[src/acmp_pkg.sv]
`default_nettype none
package acmp_pkg;

	localparam int unsigned TableDepth = 16;
	localparam int unsigned SlotW = 4;
	localparam int unsigned NsecPerMsec = 1000000;
	localparam logic [15:0] ConnectTimeoutReset = 16'd2000;
	localparam logic [15:0] DisconnectTimeoutReset = 16'd200;

	localparam logic [1:0] REQ_COMMAND = 2'd0;
	localparam logic [1:0] REQ_RESPONSE = 2'd1;
	localparam logic [1:0] REQ_TICK = 2'd2;

	localparam logic [2:0] EV_FORWARD = 3'd0;
	localparam logic [2:0] EV_RELAY = 3'd1;
	localparam logic [2:0] EV_RETRANSMIT = 3'd2;
	localparam logic [2:0] EV_EXPIRED = 3'd3;
	localparam logic [2:0] EV_FULL = 3'd4;

	localparam logic [1:0] CFG_LOCAL_ID = 2'd0;
	localparam logic [1:0] CFG_CONNECT_TMO = 2'd1;
	localparam logic [1:0] CFG_DISCONNECT_TMO = 2'd2;

	typedef struct packed {
		logic [1:0] req_type;
		logic is_disconnect;
		logic [63:0] target_guid;
		logic [15:0] seq_in;
		logic [63:0] now_ns;
	} req_t;

	typedef struct packed {
		logic [2:0] event_res;
		logic disconnect_flag;
		logic [15:0] wire_sequence;
		logic [15:0] original_sequence;
		logic [3:0] slot_index;
		logic is_last;
	} res_t;

endpackage
`default_nettype wire

[src/acmp_front.sv]
`default_nettype none
// Front: filters frames for other entities and unknown requests, queues the rest.
module acmp_front import acmp_pkg::*; (
	input wire logic clk,
	input wire logic arst_n,
	input wire logic in_valid,
	output logic in_stall,
	input wire req_t in_data,
	input wire logic [63:0] local_id,
	output logic q_valid,
	input wire logic q_pop,
	output req_t q_data
);
	req_t buf_q [2];
	logic [1:0] cnt_q;
	logic wp_q, rp_q;
	logic take, keep;

	assign in_stall = (cnt_q == 2'd2);
	assign take = in_valid && !in_stall;
	assign keep = take && (in_data.req_type == REQ_TICK ||
		((in_data.req_type == REQ_COMMAND || in_data.req_type == REQ_RESPONSE) &&
		in_data.target_guid == local_id));
	assign q_valid = (cnt_q != 2'd0);
	assign q_data = buf_q[rp_q];

	always_ff @(posedge clk) begin
		if (keep) buf_q[wp_q] <= in_data;
	end

	always_ff @(posedge clk or negedge arst_n) begin
		if (!arst_n) begin
			cnt_q <= '0;
			wp_q <= 1'b0;
			rp_q <= 1'b0;
		end else begin
			if (keep) wp_q <= ~wp_q;
			if (q_pop) rp_q <= ~rp_q;
			cnt_q <= cnt_q + {1'b0, keep} - {1'b0, q_pop};
		end
	end
endmodule
`default_nettype wire

[src/acmp_back.sv]
`default_nettype none
// Back: slot-by-slot scan for command/response/tick, results via one output register.
module acmp_back import acmp_pkg::*; (
	input wire logic clk,
	input wire logic arst_n,
	input wire logic q_valid,
	output logic q_pop,
	input wire req_t q_data,
	input wire logic [15:0] connect_tmo,
	input wire logic [15:0] disconnect_tmo,
	output logic out_valid,
	input wire logic out_stall,
	output res_t out_data
);
	typedef enum logic [3:0] {
		ST_IDLE = 4'b0001,
		ST_SCAN = 4'b0010,
		ST_CALC = 4'b0100,
		ST_EMIT = 4'b1000
	} state_t;

	state_t state_q;
	logic [TableDepth-1:0] valid_q;
	logic [TableDepth-1:0] disc_q;
	logic [TableDepth-1:0] retried_q;
	logic [15:0] aseq_q [TableDepth];
	logic [15:0] oseq_q [TableDepth];
	logic [63:0] sent_q [TableDepth];
	logic [15:0] next_seq_q;
	logic [SlotW-1:0] idx_q;
	logic [SlotW-1:0] si;
	logic [63:0] tmo_q;
	logic [63:0] elapsed_q;
	logic back_q;
	logic out_free;
	logic pend_q;
	res_t pend_d_q;
	logic last_slot;
	logic expired;
	logic push;

	assign si = idx_q;
	assign out_free = !out_valid || !out_stall;
	assign last_slot = (idx_q == SlotW'(TableDepth - 1));
	assign expired = !back_q && (elapsed_q >= tmo_q);
	// load the output register with the held result
	assign push = out_free && pend_q &&
		((state_q == ST_EMIT) || (state_q == ST_CALC && expired));

	always_ff @(posedge clk) begin
		if (state_q == ST_SCAN && q_data.req_type == REQ_COMMAND && !valid_q[si]) begin
			disc_q[si] <= q_data.is_disconnect;
			retried_q[si] <= 1'b0;
			aseq_q[si] <= next_seq_q;
			oseq_q[si] <= q_data.seq_in;
			sent_q[si] <= q_data.now_ns;
		end
		if (state_q == ST_SCAN) begin
			tmo_q <= 64'(disc_q[si] ? disconnect_tmo : connect_tmo) * 64'(NsecPerMsec);
			back_q <= q_data.now_ns < sent_q[si];
			elapsed_q <= q_data.now_ns - sent_q[si];
		end
		if (state_q == ST_CALC && out_free && expired && !retried_q[si]) begin
			retried_q[si] <= 1'b1;
			sent_q[si] <= q_data.now_ns;
		end
		if (push) begin
			out_data <= (state_q == ST_EMIT) ? {pend_d_q[$bits(res_t)-1:1], 1'b1}
				: pend_d_q;
		end
	end

	always_ff @(posedge clk or negedge arst_n) begin
		if (!arst_n) begin
			state_q <= ST_IDLE;
			valid_q <= '0;
			next_seq_q <= '0;
			idx_q <= '0;
			out_valid <= 1'b0;
			pend_q <= 1'b0;
		end else begin
			if (push) out_valid <= 1'b1;
			else if (!out_stall) out_valid <= 1'b0;
			unique case (state_q)
				ST_IDLE: begin
					if (q_valid) begin
						state_q <= ST_SCAN;
						idx_q <= '0;
						pend_q <= 1'b0;
					end
				end
				ST_SCAN: begin
					case (q_data.req_type)
						REQ_COMMAND: begin
							if (!valid_q[si]) begin
								valid_q[si] <= 1'b1;
								next_seq_q <= next_seq_q + 16'd1;
								pend_q <= 1'b1;
								pend_d_q <= '{EV_FORWARD, q_data.is_disconnect, next_seq_q,
									q_data.seq_in, si, 1'b1};
								state_q <= ST_EMIT;
							end else if (last_slot) begin
								pend_q <= 1'b1;
								pend_d_q <= '{EV_FULL, q_data.is_disconnect, 16'd0,
									q_data.seq_in, '0, 1'b1};
								state_q <= ST_EMIT;
							end else idx_q <= idx_q + 1'b1;
						end
						REQ_RESPONSE: begin
							if (valid_q[si] && aseq_q[si] == q_data.seq_in) begin
								valid_q[si] <= 1'b0;
								pend_q <= 1'b1;
								pend_d_q <= '{EV_RELAY, q_data.is_disconnect, oseq_q[si],
									oseq_q[si], si, 1'b1};
								state_q <= ST_EMIT;
							end else if (last_slot) state_q <= ST_EMIT;
							else idx_q <= idx_q + 1'b1;
						end
						default: begin
							if (valid_q[si]) state_q <= ST_CALC;
							else if (last_slot) state_q <= ST_EMIT;
							else idx_q <= idx_q + 1'b1;
						end
					endcase
				end
				ST_CALC: begin
					// hold a found expiry until the previous one is flushed
					if (expired) begin
						if (out_free) begin
							pend_q <= 1'b1;
							pend_d_q <= '{retried_q[si] ? EV_EXPIRED : EV_RETRANSMIT,
								disc_q[si], aseq_q[si], oseq_q[si], si, 1'b0};
							if (retried_q[si]) valid_q[si] <= 1'b0;
							if (last_slot) state_q <= ST_EMIT;
							else begin
								idx_q <= idx_q + 1'b1;
								state_q <= ST_SCAN;
							end
						end
					end else if (last_slot) state_q <= ST_EMIT;
					else begin
						idx_q <= idx_q + 1'b1;
						state_q <= ST_SCAN;
					end
				end
				ST_EMIT: begin
					if (out_free) begin
						pend_q <= 1'b0;
						state_q <= ST_IDLE;
					end
				end
				default: state_q <= ST_IDLE;
			endcase
		end
	end

	assign q_pop = (state_q == ST_EMIT) && out_free;
endmodule
`default_nettype wire

[src/acmp_pending_command_tracker.sv]
`default_nettype none
// channel | valid    | stall     | payload
// req     | in_valid | in_stall  | in_data  (req_t)
// res     | out_valid| out_stall | out_data (res_t)
// cfg     | cfg_we   | -         | cfg_index, cfg_data
// A command or response scans up to 16 table slots; a tick passes SCAN and CALC
// for each valid slot and only SCAN for each free slot of the table.
// A two-entry queue sits between the front filter and the scanning back end.
// Reset clears slot valid bits, the sequence counter and registers to defaults.
// Output stall holds the scan at the next result found.
module acmp_pending_command_tracker import acmp_pkg::*; (
	input wire logic clk,
	input wire logic arst_n,
	input wire logic in_valid,
	output logic in_stall,
	input wire req_t in_data,
	output logic out_valid,
	input wire logic out_stall,
	output res_t out_data,
	input wire logic cfg_we,
	input wire logic [1:0] cfg_index,
	input wire logic [63:0] cfg_data
);
	logic [63:0] local_id_q;
	logic [15:0] ctmo_q, dtmo_q;
	logic q_valid, q_pop;
	req_t q_data;

	always_ff @(posedge clk or negedge arst_n) begin
		if (!arst_n) begin
			local_id_q <= '0;
			ctmo_q <= ConnectTimeoutReset;
			dtmo_q <= DisconnectTimeoutReset;
		end else if (cfg_we) begin
			unique case (cfg_index)
				CFG_LOCAL_ID: local_id_q <= cfg_data;
				CFG_CONNECT_TMO: ctmo_q <= cfg_data[15:0];
				CFG_DISCONNECT_TMO: dtmo_q <= cfg_data[15:0];
				default: ;
			endcase
		end
	end

	acmp_front u_front (
		.clk, .arst_n, .in_valid, .in_stall, .in_data,
		.local_id(local_id_q), .q_valid, .q_pop, .q_data
	);

	acmp_back u_back (
		.clk, .arst_n, .q_valid, .q_pop, .q_data,
		.connect_tmo(ctmo_q), .disconnect_tmo(dtmo_q),
		.out_valid, .out_stall, .out_data
	);
endmodule
`default_nettype wire
[config.mk]
export PLATFORM = sky130hd
export DESIGN_NAME = acmp_pending_command_tracker
export DESIGN_NICKNAME = d
export VERILOG_FILES = /design/src/acmp_pkg.sv /design/src/acmp_front.sv /design/src/acmp_back.sv /design/src/acmp_pending_command_tracker.sv
export SDC_FILE = /design/constraint.sdc
export NUM_CORES = 2
export LEC_CHECK = 0
export BUFFER_PORTS_ARGS = -buffer_cell sky130_fd_sc_hd__buf_2
export CAP_MARGIN = 20
export CORE_MARGIN = 5
export CORE_UTILIZATION = 60
export DETAILED_ROUTE_END_ITERATION = 10
export GPL_TIMING_DRIVEN = 0
export PLACE_DENSITY_LB_ADDON = 0.08
export SLEW_MARGIN = 40
export SYNTH_ARGS = -nofsm -noshare
export SYNTH_HDL_FRONTEND = slang
export SYNTH_SLANG_ARGS = --single-unit
export TNS_END_PERCENT = 20
[constraint.sdc]
create_clock -name clk -period 29.5 [get_ports clk]
set_input_delay 1.475 -clock clk [delete_from_list [all_inputs] [get_ports clk]]
set_output_delay 1.475 -clock clk [all_outputs]
set_load 0.02 [all_outputs]
==> reports/metrics.cfg <==
[clock_tree]
clock_path_buffers = 3
cts.reportedPaths.clkPinSlew_ps = 70
numCtsBuffers = 201
hold_buffers = 0
cts_tree = built
post_cts_buffers = 0
clock_latency_ps = 830
htreeDepth = 4
cts.sink_count = 2056
cts_resized = 0
root_buffer = clkbuf_16

[finish]
drive_above_1_share_pct = 28.6
final_nets = 5763
nFillCells = 8947
area_growth_pct = 16.1
seq_area_sq_um = 60900
multi_input_area_sq_um = 24600
instances_no_fill = 7344

[logic_synthesis]
syn_inst = 4634
yosysSeqAreaShare_pct = 70.1
synth_most_common_cell = edfxtp_1
ys_types = 77
yosys.area.top_type = edfxtp_1
ys_ff_latch = 2056
netlist.area_leader.share_pct = 65.6
synth_edf_count = 1899
netlist_top_cells_count = edfxtp_1 (1,899), mux4_2 (479), inv_1 (241)
synth_area_leaders = edfxtp_1 (66%), mux4_2 (12%), dfrtp_1 (3.8%)
ys_warn_count = 0
syn_nets = 5123
syn_area_sq_um = 86900
async_reset_ff_share_pct = 6.91
synth_area_per_cell_sq_um = 18.8
synth_ff_type = edfxtp_1

[critical_path]
reg2reg_depth = 27
worstPathRequired_ps = 30030
worstPathArrival_ps = 10220
start_kind = register
path_class = register to register
cp-end-kind = register
cp_max_fo = 10

[timing]
worst_pin_slew_ps = 845
rsz0062_at_grt = false
fmax_mhz = 103
setup-violations-final = 0
max-slew-margin-rel_pct = 42.1
hold_viol_final = 0
fin_crit_ps = 9680
finalSetupTns_ps = 0
setup_ws_ps = 19820
clock_skew_ps = 28.9
post-route-period-util_pct = 32.8
final_max_slew_viol_count = 0

[route]
ant_nets = 0
vias_per_cell = 6.45
routedWlPerCell_microns = 30.2
via_count = 47400
drtIter0Drc = 5807
detail_route.first_pass.iterations = 6
wl_mm = 222
route.detailed.drc = 0

[status]
status = finished, final reports clean

[placement]
post-place-cells = 6974
io_buffers = 260
dpl_worst_slack_ps = 19810
hpwlAfterDp_mm = 156
gp_congestion = 0.900

[floorplanning]
die_h_microns = 391
die_x_microns = 391
io_pins = 261
num_rows = 139
initial_core_util_pct = 60.4
die_area_sq_um = 153000
core_region_area_sq_um = 144000

[hold_path]
whs_path_depth = 0
worstHoldPathType = register to register

[pwr]
vdd_ir_drop_max_uv = 263
p_leak_nw = 35.1
p_total_mw = 10.4
p_per_area_nw_per_um2 = 103

[grt]
grt_use_total_pct = 29.4
grt_overflow = 0
grt_max_degree = 55
grt_pass1_wl_mm = 325
antenna_found_initial = 6
first_global_vias = 47800

[flow_run]
maxCapViolations = 0

## placed cells by master, fill, tap and decap left out, drive strengths merged, types with 8 or more instances in the layout
| cell type | count |
|---|---|
| nand2b | 13 |
| fa | 55 |
| a31oi | 10 |
| o21ai | 123 |
| xor2 | 42 |
| mux2i | 57 |
| inv | 248 |
| buf | 510 |
| edfxtp | 1899 |
| and2 | 8 |
| dfrtp | 132 |
| dfstp | 10 |
| mux2 | 185 |
| dfxtp | 15 |
| nor2 | 112 |
| xnor2 | 145 |
| nand4 | 45 |
| ha | 216 |
| a21oi | 130 |
| o22ai | 10 |
| a211oi | 13 |
| clkinv | 79 |
| clkinvlp | 9 |
| o31ai | 10 |
| nor4 | 19 |
| nand2 | 160 |
| and3 | 25 |
| o21a | 15 |
| o211ai | 22 |
| o21bai | 22 |
| nor3 | 38 |
| a211o | 8 |
| a21o | 58 |
| nand3 | 42 |
| mux4 | 479 |
| clkbuf | 378 |
| bufinv | 15 |
| a2111oi | 8 |
## stage by stage
stage / instance area (sq um) / hold WS, ps / utilization [%]
2_1_floorplan: 86900 / 400 / -
3_3_place_gp: 90600 / 403 / 63.0
3_5_place_dp: 94500 / 405 / 65.7
4_1_cts: 101000 / 418 / 70.2
5_1_grt: 101000 / 425 / 70.2
6_report: 101000 / 418 / 70.2
## critical path, cell delays in order, from the launching register on
cell	delay [ps]
dfrtp_1	320
buf_2	230
buf_2	410
buf_2	450
buf_2	330
clkbuf_1	620
mux4_2	500
buf_2	320
buf_2	420
mux2i_1	590
inv_1	240
ha_1	370
fa_1	570
fa_1	460
fa_1	480
ha_1	290
inv_1	50
fa_1	500
inv_1	50
ha_1	330
a21oi_1	180
o22ai_1	110
a2111oi_0	580
o21ai_0	290
nand2_1	160
o2111ai_1	130
o211ai_1	160
o21ai_0	210
## routing by layer
metal  up-vias  wire length [microns]  track usage (%)
li1      19800                      -                -
met1     24600                  87600             42.2
met2      2589                 107000             46.8
met3       381                  21600             6.21
met4         2                   6120             8.22
met5         -                     12                0
## cell type report
| type | instances | area share (%) |
|---|---|---|
| buffer | 190 | 0.899 |
| inverter | 243 | 0.904 |
| sequential | 2056 | 60.3 |
| tap | 1903 | 2.36 |
| clock inverter | 108 | 0.949 |
| antenna | 1 | 0.00248 |
| timing repair buffer | 437 | 4.84 |
| multi-input combinational | 2145 | 24.4 |
| clock buffer | 261 | 5.37 |
## power breakdown
group	switching, mW	total (mW)	internal (mW)
clock	1.08	2.50	1.42
sequential	0.0630	3.71	3.65
combinational	2.48	4.21	1.73
## flip-flops by register name (all words and copies together) (netlist names), named ones only
signal / count
u_back.disc_q: 16
u_back.out_valid: 1
u_back.out_data: 41
local_id_q: 64
u_front.rp_q: 1
u_back.retried_q: 15
u_front.cnt_q: 2
u_front.buf_q: 166
u_back.aseq_q: 256
u_back.idx_q: 4
u_back.pend_q: 1
dtmo_q: 16
u_back.sent_q: 1024
u_back.elapsed_q: 64
u_back.tmo_q: 33
u_back.next_seq_q: 16
u_back.oseq_q: 256
u_front.wp_q: 1
u_back.back_q: 1
u_back.pend_d_q: 41
ctmo_q: 16
u_back.state_q: 4
## final timing paths
kind / to / slack, ps / from
worst min register to register: u_back.out_data[40] / 420 / u_back.pend_d_q[40]
worst max register to register: u_back.tmo_q[38] / 19820 / u_back.idx_q[3]
worst min-delay path: u_back.out_data[40] / 420 / u_back.pend_d_q[40]
max in group asynchronous: ctmo_q[10] / 28000 / arst_n
min in group asynchronous: dtmo_q[0] / 530 / arst_n
worst max-delay path: u_back.tmo_q[38] / 19820 / u_back.idx_q[3]
## cells by family after synthesis
logic type,synth area share (%)
flops,70.1
mux,15.5
simple gates,2.75
compound gates,3.42
buf+inv,2.03
fa+ha+maj,4.38
xor+xnor,1.88
No activity file was read; power rests on OpenSTA's default activity.
